### src/hdl/rtrs_pkg.sv
package rtrs_pkg;

	localparam int COORD_WIDTH = 16;
	localparam int SUM_WIDTH   = 32;
	localparam int LANE_W      = 16;
	localparam int COEF_FRAC   = 14;
	localparam int NUM_REGS    = 5;
	localparam int CFG_W       = 3 * LANE_W;
	localparam int IDX_W       = 3;
	localparam int D_W         = COORD_WIDTH + 1;
	localparam int ACC_W       = 48;
	localparam int DIFF_W      = 24;
	localparam int MPL_W       = 24;
	localparam int CNT_W       = 5;

	typedef enum logic [IDX_W-1:0] {
		REG_ROW0  = 3'd0,
		REG_ROW1  = 3'd1,
		REG_ROW2  = 3'd2,
		REG_TRANS = 3'd3,
		REG_PIVOT = 3'd4
	} reg_idx_t;

	typedef enum logic [2:0] {
		ST_IDLE,
		ST_MUL,
		ST_ROUND,
		ST_SQUARE,
		ST_SQRT,
		ST_ACCUM
	} state_t;

endpackage

### src/hdl/rtrs_if.sv
interface rtrs_pair_if;
	import rtrs_pkg::*;
	logic valid;
	logic ready;
	logic signed [COORD_WIDTH-1:0] target_x;
	logic signed [COORD_WIDTH-1:0] target_y;
	logic signed [COORD_WIDTH-1:0] target_z;
	logic signed [COORD_WIDTH-1:0] source_x;
	logic signed [COORD_WIDTH-1:0] source_y;
	logic signed [COORD_WIDTH-1:0] source_z;
	logic last_pair;
	modport source (output valid, target_x, target_y, target_z, source_x, source_y,
		source_z, last_pair, input ready);
	modport sink (input valid, target_x, target_y, target_z, source_x, source_y,
		source_z, last_pair, output ready);
endinterface

interface rtrs_sum_if;
	import rtrs_pkg::*;
	logic valid;
	logic ready;
	logic [SUM_WIDTH-1:0] error_sum;
	logic saturated;
	modport source (output valid, error_sum, saturated, input ready);
	modport sink (input valid, error_sum, saturated, output ready);
endinterface

### src/hdl/rigid_transform_residual_sum_core.sv
// channel   | dir | payload                                   | handshake
// pair_in   | in  | target xyz, source xyz, last_pair         | valid/ready
// sum_out   | out | error_sum, saturated                      | valid/ready
// cfg       | in  | cfg_we, cfg_index, cfg_data               | write on cfg_we
//
// each item is accepted, then for each row three of the nine coefficient products
// run on the bit-serial multiply-accumulate unit, followed by rounding and a 24-bit
// square; the square root recurrence and the accumulate step close the item.
// arst_n clears the sequencer, the running sum, the result register and the
// registers to the identity transform. a last item waits in the accumulate step
// while an earlier result is still held in the result register.
module rigid_transform_residual_sum_core (
	input  logic                      clk,
	input  logic                      arst_n,
	input  logic                      cfg_we,
	input  logic [rtrs_pkg::IDX_W-1:0] cfg_index,
	input  logic [rtrs_pkg::CFG_W-1:0] cfg_data,
	rtrs_pair_if.sink                 pair_in,
	rtrs_sum_if.source                sum_out
);
	import rtrs_pkg::*;

	state_t state_q, state_d;

	logic [CFG_W-1:0] row0_q, row1_q, row2_q, trans_q, pivot_q;

	logic signed [COORD_WIDTH-1:0] tgt_q [3];
	logic signed [D_W-1:0]         d_q [3];
	logic                          last_q;

	logic [1:0]       row_q, col_q;
	logic [CNT_W-1:0] bit_q;
	logic [MPL_W-1:0] mplier_q;
	logic [ACC_W-1:0] mcand_q, acc_q, sq_q, res_q, sbit_q;

	logic [SUM_WIDTH-1:0] sum_q, out_sum_q;
	logic                 ovf_q, out_sat_q, out_valid_q;

	logic accept, out_free;

	localparam logic [SUM_WIDTH-1:0] SUM_MAX = '1;
	localparam logic [CNT_W-1:0] MUL_LAST = CNT_W'(LANE_W - 1);
	localparam logic [CNT_W-1:0] SQR_LAST = CNT_W'(MPL_W - 1);

	function automatic logic [LANE_W-1:0] lane_of(input logic [CFG_W-1:0] r,
		input logic [1:0] k);
		logic [LANE_W-1:0] v;
		case (k)
			2'd0:    v = r[LANE_W-1:0];
			2'd1:    v = r[2*LANE_W-1:LANE_W];
			default: v = r[3*LANE_W-1:2*LANE_W];
		endcase
		return v;
	endfunction

	function automatic logic [CFG_W-1:0] row_of(input logic [1:0] r,
		input logic [CFG_W-1:0] a, input logic [CFG_W-1:0] b, input logic [CFG_W-1:0] c);
		logic [CFG_W-1:0] v;
		case (r)
			2'd0:    v = a;
			2'd1:    v = b;
			default: v = c;
		endcase
		return v;
	endfunction

	// configuration registers
	always_ff @(posedge clk or negedge arst_n) begin
		if (!arst_n) begin
			row0_q  <= CFG_W'(1) << COEF_FRAC;
			row1_q  <= CFG_W'(1) << (COEF_FRAC + LANE_W);
			row2_q  <= CFG_W'(1) << (COEF_FRAC + 2 * LANE_W);
			trans_q <= '0;
			pivot_q <= '0;
		end else if (cfg_we) begin
			unique case (cfg_index)
				REG_ROW0:  row0_q  <= cfg_data;
				REG_ROW1:  row1_q  <= cfg_data;
				REG_ROW2:  row2_q  <= cfg_data;
				REG_TRANS: trans_q <= cfg_data;
				REG_PIVOT: pivot_q <= cfg_data;
				default: ;
			endcase
		end
	end

	// handshakes
	assign out_free = !out_valid_q || sum_out.ready;
	assign accept   = pair_in.valid && pair_in.ready;

	// outputs of the sequencer
	always_comb begin
		pair_in.ready = (state_q == ST_IDLE);
	end

	// next state
	always_comb begin
		state_d = state_q;
		unique case (state_q)
			ST_IDLE:   if (pair_in.valid) state_d = ST_MUL;
			ST_MUL:    if (bit_q == MUL_LAST && col_q == 2'd2) state_d = ST_ROUND;
			ST_ROUND:  state_d = ST_SQUARE;
			ST_SQUARE: if (bit_q == SQR_LAST) state_d = (row_q == 2'd2) ? ST_SQRT : ST_MUL;
			ST_SQRT:   if (sbit_q[0]) state_d = ST_ACCUM;
			ST_ACCUM:  if (!last_q || out_free) state_d = ST_IDLE;
			default:   state_d = ST_IDLE;
		endcase
	end

	always_ff @(posedge clk or negedge arst_n) begin
		if (!arst_n) state_q <= ST_IDLE;
		else         state_q <= state_d;
	end

	// pivot-relative source of the incoming item
	logic signed [D_W-1:0] d_in [3];
	always_comb begin
		d_in[0] = D_W'(pair_in.source_x) - D_W'($signed(lane_of(pivot_q, 2'd0)));
		d_in[1] = D_W'(pair_in.source_y) - D_W'($signed(lane_of(pivot_q, 2'd1)));
		d_in[2] = D_W'(pair_in.source_z) - D_W'($signed(lane_of(pivot_q, 2'd2)));
	end

	// shared shift-add unit: one multiplier bit a cycle, sign bit subtracts when multiplying
	logic [ACC_W-1:0] addend, acc_next, sq_next;
	always_comb begin
		addend = mplier_q[0] ? mcand_q : '0;
		if (state_q == ST_MUL && bit_q == MUL_LAST) addend = -addend;
		acc_next = acc_q + addend;
		sq_next  = sq_q + addend;
	end

	// row rounding, translation, pivot and target difference
	logic signed [ACC_W-1:0]  rnd_full;
	logic signed [DIFF_W-1:0] diff;
	logic [MPL_W-1:0]         mag;
	always_comb begin
		rnd_full = ($signed(acc_q) + ACC_W'(1 << (COEF_FRAC - 1))) >>> COEF_FRAC;
		diff = rnd_full[DIFF_W-1:0]
			+ DIFF_W'($signed(lane_of(trans_q, row_q)))
			+ DIFF_W'($signed(lane_of(pivot_q, row_q)))
			- DIFF_W'(tgt_q[row_q]);
		mag = diff[DIFF_W-1] ? MPL_W'(-diff) : MPL_W'(diff);
	end

	// square root step
	logic [ACC_W-1:0] trial;
	always_comb trial = res_q + sbit_q;

	// saturating accumulation
	logic [SUM_WIDTH-1:0] step_len, sum_new;
	logic                 ovf_new;
	always_comb begin
		step_len = res_q[SUM_WIDTH-1:0];
		if (ovf_q || step_len > SUM_MAX - sum_q) begin
			sum_new = SUM_MAX;
			ovf_new = 1'b1;
		end else begin
			sum_new = sum_q + step_len;
			ovf_new = 1'b0;
		end
	end

	// result valid flag
	always_ff @(posedge clk or negedge arst_n) begin
		if (!arst_n)                                        out_valid_q <= 1'b0;
		else if (state_q == ST_ACCUM && last_q && out_free) out_valid_q <= 1'b1;
		else if (sum_out.ready)                             out_valid_q <= 1'b0;
	end

	// datapath and counters
	always_ff @(posedge clk or negedge arst_n) begin
		if (!arst_n) begin
			row_q     <= '0;
			col_q     <= '0;
			bit_q     <= '0;
			sum_q     <= '0;
			ovf_q     <= 1'b0;
			tgt_q     <= '{default: '0};
			d_q       <= '{default: '0};
			last_q    <= 1'b0;
			mplier_q  <= '0;
			mcand_q   <= '0;
			acc_q     <= '0;
			sq_q      <= '0;
			res_q     <= '0;
			sbit_q    <= '0;
			out_sum_q <= '0;
			out_sat_q <= 1'b0;
		end else begin
			case (state_q)
				ST_IDLE: begin
					if (accept) begin
						tgt_q[0] <= pair_in.target_x;
						tgt_q[1] <= pair_in.target_y;
						tgt_q[2] <= pair_in.target_z;
						d_q      <= d_in;
						last_q   <= pair_in.last_pair;
						row_q    <= '0;
						col_q    <= '0;
						bit_q    <= '0;
						acc_q    <= '0;
						sq_q     <= '0;
						mplier_q <= MPL_W'(lane_of(row0_q, 2'd0));
						mcand_q  <= ACC_W'(d_in[0]);
					end
				end
				ST_MUL: begin
					acc_q    <= acc_next;
					mplier_q <= mplier_q >> 1;
					mcand_q  <= mcand_q << 1;
					bit_q    <= bit_q + 1'b1;
					if (bit_q == MUL_LAST) begin
						bit_q <= '0;
						if (col_q != 2'd2) begin
							col_q    <= col_q + 1'b1;
							mplier_q <= MPL_W'(lane_of(row_of(row_q, row0_q, row1_q, row2_q),
								col_q + 1'b1));
							mcand_q  <= ACC_W'(d_q[col_q + 1'b1]);
						end
					end
				end
				ST_ROUND: begin
					mplier_q <= mag;
					mcand_q  <= ACC_W'(mag);
					bit_q    <= '0;
				end
				ST_SQUARE: begin
					sq_q     <= sq_next;
					mplier_q <= mplier_q >> 1;
					mcand_q  <= mcand_q << 1;
					bit_q    <= bit_q + 1'b1;
					if (bit_q == SQR_LAST) begin
						bit_q <= '0;
						if (row_q != 2'd2) begin
							row_q    <= row_q + 1'b1;
							col_q    <= '0;
							acc_q    <= '0;
							mplier_q <= MPL_W'(lane_of(row_of(row_q + 1'b1, row0_q, row1_q,
								row2_q), 2'd0));
							mcand_q  <= ACC_W'(d_q[0]);
						end else begin
							res_q  <= '0;
							sbit_q <= ACC_W'(1) << (ACC_W - 2);
						end
					end
				end
				ST_SQRT: begin
					if (sq_q >= trial) begin
						sq_q  <= sq_q - trial;
						res_q <= (res_q >> 1) + sbit_q;
					end else begin
						res_q <= res_q >> 1;
					end
					sbit_q <= sbit_q >> 2;
				end
				ST_ACCUM: begin
					if (!last_q) begin
						sum_q <= sum_new;
						ovf_q <= ovf_new;
					end else if (out_free) begin
						out_sum_q <= sum_new;
						out_sat_q <= ovf_new;
						sum_q     <= '0;
						ovf_q     <= 1'b0;
					end
				end
				default: ;
			endcase
		end
	end

	assign sum_out.valid     = out_valid_q;
	assign sum_out.error_sum = out_sum_q;
	assign sum_out.saturated = out_sat_q;

`ifndef ASSERT_OFF
	a_ovf_clamped: assert property (@(posedge clk) disable iff (!arst_n)
		ovf_q |-> sum_q == SUM_MAX)
		else $error("overflow set with unclamped sum");
	a_sqrt_onehot: assert property (@(posedge clk) disable iff (!arst_n)
		state_q == ST_SQRT |-> $onehot(sbit_q))
		else $error("square root bit not one-hot");
	a_accept_starts: assert property (@(posedge clk) disable iff (!arst_n)
		accept |=> state_q == ST_MUL && row_q == 2'd0 && col_q == 2'd0)
		else $error("accepted item did not start multiply");
`endif

endmodule
### src/flat_wrapper.sv
// flat-port wrapper written by rule: the top's interface ports become plain ports
module rigid_transform_residual_sum_core_flat import rtrs_pkg::*;
  (clk, arst_n, cfg_we, cfg_index, cfg_data, pair_in_valid, pair_in_target_x, pair_in_target_y, pair_in_target_z, pair_in_source_x, pair_in_source_y, pair_in_source_z, pair_in_last_pair, pair_in_ready, sum_out_valid, sum_out_error_sum, sum_out_saturated, sum_out_ready);
  rtrs_pair_if pair_in_i ();
  rtrs_sum_if sum_out_i ();
  input  logic clk;
  input  logic arst_n;
  input  logic cfg_we;
  input  logic [rtrs_pkg::IDX_W-1:0] cfg_index;
  input  logic [rtrs_pkg::CFG_W-1:0] cfg_data;
  input wire logic [$bits(pair_in_i.valid)-1:0] pair_in_valid;
  input wire logic [$bits(pair_in_i.target_x)-1:0] pair_in_target_x;
  input wire logic [$bits(pair_in_i.target_y)-1:0] pair_in_target_y;
  input wire logic [$bits(pair_in_i.target_z)-1:0] pair_in_target_z;
  input wire logic [$bits(pair_in_i.source_x)-1:0] pair_in_source_x;
  input wire logic [$bits(pair_in_i.source_y)-1:0] pair_in_source_y;
  input wire logic [$bits(pair_in_i.source_z)-1:0] pair_in_source_z;
  input wire logic [$bits(pair_in_i.last_pair)-1:0] pair_in_last_pair;
  output wire logic [$bits(pair_in_i.ready)-1:0] pair_in_ready;
  output wire logic [$bits(sum_out_i.valid)-1:0] sum_out_valid;
  output wire logic [$bits(sum_out_i.error_sum)-1:0] sum_out_error_sum;
  output wire logic [$bits(sum_out_i.saturated)-1:0] sum_out_saturated;
  input wire logic [$bits(sum_out_i.ready)-1:0] sum_out_ready;
  assign pair_in_i.valid = pair_in_valid;
  assign pair_in_i.target_x = pair_in_target_x;
  assign pair_in_i.target_y = pair_in_target_y;
  assign pair_in_i.target_z = pair_in_target_z;
  assign pair_in_i.source_x = pair_in_source_x;
  assign pair_in_i.source_y = pair_in_source_y;
  assign pair_in_i.source_z = pair_in_source_z;
  assign pair_in_i.last_pair = pair_in_last_pair;
  assign pair_in_ready = pair_in_i.ready;
  assign sum_out_valid = sum_out_i.valid;
  assign sum_out_error_sum = sum_out_i.error_sum;
  assign sum_out_saturated = sum_out_i.saturated;
  assign sum_out_i.ready = sum_out_ready;
  rigid_transform_residual_sum_core u_core (.clk(clk), .arst_n(arst_n), .cfg_we(cfg_we), .cfg_index(cfg_index), .cfg_data(cfg_data), .pair_in(pair_in_i), .sum_out(sum_out_i));
endmodule
### config.mk
export PLATFORM = sky130hd
export DESIGN_NAME = rigid_transform_residual_sum_core_flat
export DESIGN_NICKNAME = d
export VERILOG_FILES = /design/src/hdl/rtrs_pkg.sv /design/src/hdl/rtrs_if.sv /design/src/hdl/rigid_transform_residual_sum_core.sv /design/src/flat_wrapper.sv
export SDC_FILE = /design/constraint.sdc
export NUM_CORES = 2
export LEC_CHECK = 0
export ABC_AREA = 1
export BUFFER_PORTS_ARGS = -buffer_cell sky130_fd_sc_hd__clkbuf_2
export CORE_UTILIZATION = 45
export CTS_CLUSTER_DIAMETER = 50
export CTS_CLUSTER_SIZE = 24
export DETAILED_ROUTE_END_ITERATION = 8
export GPL_TIMING_DRIVEN = 0
export PLACE_DENSITY = 0.58
export SLEW_MARGIN = 40
export SYNTH_ARGS = -nofsm -noshare
export SYNTH_HDL_FRONTEND = slang
export SYNTH_SLANG_ARGS = --single-unit
### constraint.sdc
create_clock -name clk -period 15.4 [get_ports clk]
set_input_delay 0.77 -clock clk [delete_from_list [all_inputs] [get_ports clk]]
set_output_delay 0.77 -clock clk [all_outputs]
set_load 0.005 [all_outputs]
==> results.toml <==
[outcome]
status = "finished, final reports clean"

[critical_path]
crit_path_max_incr_delay_ns = 0.78
end_kind = "flop"
crit_type = "flop to flop"
r2r_cells = 27
r2r-start = "u_core.row_q[1]"
worst_path_most_repeated_cell = "nand2_1"
critPathLaunchType = "flop"
cp_max_fo = 11
critPathRequiredTime_ns = 15.98
cp.depth = 27
r2r_slack_ns = 6.58
critPathSlowestCell = "o221ai_1"
cp.arrival_ns = 9.41
cp.buffers_inverters = 9
crit_start = "u_core.row_q[1]"
critical-path-top-delay-family = "buffers and inverters"

[synth]
synth_warnings = 0
ys_ff_latch = 649
synthCells = 7397
synthAdderAreaFrac_pct = 9.21
synth_area_per_cell_um2 = 6.86
synth_compound_area_share_pct = 19.7
synth-simple-area-share_pct = 26.8
ys_seq_area_share_pct = 32.0
syn_nets = 7896
synth-edff-count = 0
synthXorXnorAreaFrac_pct = 3.64
synth-async-reset-ratio_pct = 100
synth_mux_area_share_pct = 0
yosysUniqueCellTypes = 70
netlist_area_um2 = 50800
synthFlopType = "dfrtp_1"
synth_top_family_by_area = "simple AND/OR/NAND/NOR gates"

[timing]
min_period_over_period_pct = 57.3
setup_viol = 0
timing.fmax_mhz = 113
min_period_ns = 8.82
relSlewSlack_pct = 38.6
final.setup_skew_ns = 0.0680
slew_violations = 0
tightest_slew_ns = 0.918
hold_violations = 0
rsz0062_at_grt = "false"

[detailed_routing]
ant_nets = 0
vias_per_cell = 5.67
highest_layer = "met5"
wirelength_um = 214000
drt_iter0_drc = 5115
wl_met1_um = 89900
drcViolationCount = 0
vias = 52496
wl_met3_um = 13400
wl_met2_um = 96400
wl_per_cell_um = 23.1
drtPass1Iterations = 9

[worst_hold_path]
hp-start = "sum_out_ready"
hold_path_depth = 2
hold_path_class = "primary input to flop"

[clock_tree]
clk_latency_ns = 0.72
path_clk_slew_ns = 0.07
h-tree-depth = 3
post_cts_buffers = 0
numCtsBuffers = 93
cts_root_buf = "clkbuf_16"
cts-resized-gates = 0
clk_path_buf_depth = 3
cts_tree = "yes"
clkSinkCount = 649

[layout]
final_common_cell = "nand2_1"
fin_nets = 8190
nFillCells = 11388
drive_gt1_share_pct = 7.63
final_cell_mix = "2060 x nand2_1, 849 x inv_1, 771 x o21ai_0"
syn_to_final_growth_pct = 13.0
stdcell_count = 9261
stdcell_area_um2 = 57400

[place]
portBuffers = 187
dpl_cell_area_um2 = 53900
placed_cells = 9083
gp_congestion = 0.980
dpl.hpwl_um = 174000

[floorplan]
core-area_um2 = 111000
die_w_um = 338
rows = 122
ios = 188
initial_core_util_pct = 45.6
die_h_um = 338
die_area_um2 = 114000

[global_route]
grt_pass1_vias = 49652
grt_max_degree = 70
grt_overflow = 0
globalRouteTotalUtil_pct = 37.2
grt_pass1_wl_um = 315000
antenna_found_initial = 6

[pwr]
power_leakage_nw = 28.2
ir_drop_v = 0.000241
power_density_nw_per_um2 = 262

[run]
maxCapViolations = 0
-- synth_stat cells, types with 10 or more instances --
library cell | instances | area [um2]
nand2_1 | 2060 | 7730
inv_1 | 849 | 3190
o21ai_0 | 772 | 3860
dfrtp_1 | 646 | 16200
nor2_1 | 613 | 2300
a21oi_1 | 502 | 2510
nand3_1 | 314 | 1570
ha_1 | 300 | 3750
clkbuf_1 | 160 | 601
xor2_1 | 128 | 1120
xnor2_1 | 79 | 692
nand4_1 | 74 | 463
nor3_1 | 72 | 360
a31oi_1 | 68 | 425
o21ai_1 | 59 | 295
o22ai_1 | 56 | 350
o211ai_1 | 53 | 398
fa_1 | 46 | 921
buf_2 | 41 | 205
a21o_1 | 39 | 293
o21bai_1 | 38 | 285
inv_2 | 31 | 116
o221ai_1 | 29 | 254
buf_1 | 28 | 105
or2_2 | 28 | 175
nand3b_1 | 25 | 188
a22oi_1 | 21 | 158
nor2_2 | 20 | 125
nand2_2 | 19 | 119
a21boi_0 | 17 | 128
o21a_1 | 17 | 128
a221o_1 | 16 | 160
o2111ai_1 | 15 | 131
nor4_1 | 14 | 87.6
a2bb2oi_1 | 13 | 114
and3_1 | 12 | 75.1
a221oi_1 | 10 | 87.6
o31ai_1 | 10 | 75.1
-- registers in the layout (all words and copies together), names as in the netlist, 2 cells and up --
register / cells
u_core.acc_q: 38
u_core.bit_q: 5
u_core.col_q: 2
u_core.d_q: 51
u_core.mcand_q: 48
u_core.mplier_q: 24
u_core.pivot_q: 48
u_core.res_q: 48
u_core.row0_q: 48
u_core.row1_q: 48
u_core.row2_q: 48
u_core.row_q: 2
u_core.sbit_q: 24
u_core.sq_q: 48
u_core.state_q: 3
u_core.sum_out.error_sum: 32
u_core.sum_q: 32
u_core.tgt_q: 48
u_core.trans_q: 48
-- cell type report --
class | count | area, um2 | area share [%]
multi-input combinational | 5623 | 30200 | 52.7
sequential | 649 | 16200 | 28.3
inverter | 884 | 3320 | 5.78
clock buffer | 101 | 2400 | 4.18
tap | 1488 | 1860 | 3.25
timing repair buffer | 199 | 1250 | 2.18
buffer | 241 | 1060 | 1.86
clock inverter | 75 | 1010 | 1.75
antenna | 1 | 2.50 | 0.00436
-- through the flow --
stage	hold WS [ns]	worst slack, ns	utilization, %	setup TNS, ns	total power (W)
5_1_grt	0.228	6.39	51.5	0	0.0163
3_5_place_dp	0.461	6.71	48.5	0	0.0125
4_1_cts	0.206	6.71	51.5	0	0.0149
6_report	0.246	6.58	51.6	0	0.0150
3_3_place_gp	0.457	-2.71	48.1	-1642.33	0.0124
2_1_floorplan	0.444	9.69	-	0	0.00945
-- routing by layer --
layer	global-route usage, %	vias up
li1	-	25140
met1	47.7	24855
met2	59.5	1994
met3	5.34	503
met4	21.8	4
met5	0	-
-- path summary, 6_finish.rpt --
kind | end
min | u_core.sum_out.valid
max | u_core.mplier_q[13]
min reg2reg | u_core.tgt_q[23]
max in group asynchronous | u_core.row1_q[30]
max reg2reg | u_core.mplier_q[13]
min in group asynchronous | u_core.sum_out.error_sum[9]
-- report_power, final --
part	switching, W	total, W	leakage [nW]	internal, W
Sequential	0.000574	0.00282	8.30	0.00224
Clock	0.00101	0.00235	1.65	0.00135
Combinational	0.00678	0.00985	18.3	0.00308
-- kinds of logic (layout without fill, tap and decap cells) --
kind of cell	count (synthesis)	in the layout
DFF	649	649
other	0	1
xor gates and xnor gates	209	209
adders and majority gates	346	346
and+or+nand+nor	3293	3293
buffers and inverters	1125	1500
AOI/OAI and AO/OA	1775	1775
-- repair_timing --
item,in CTS,in global routing
hold buffers,1,0
hold endpoints to repair,13,0
endpoints found under the setup margin,0,0
Power figures use the tool's default switching activity.
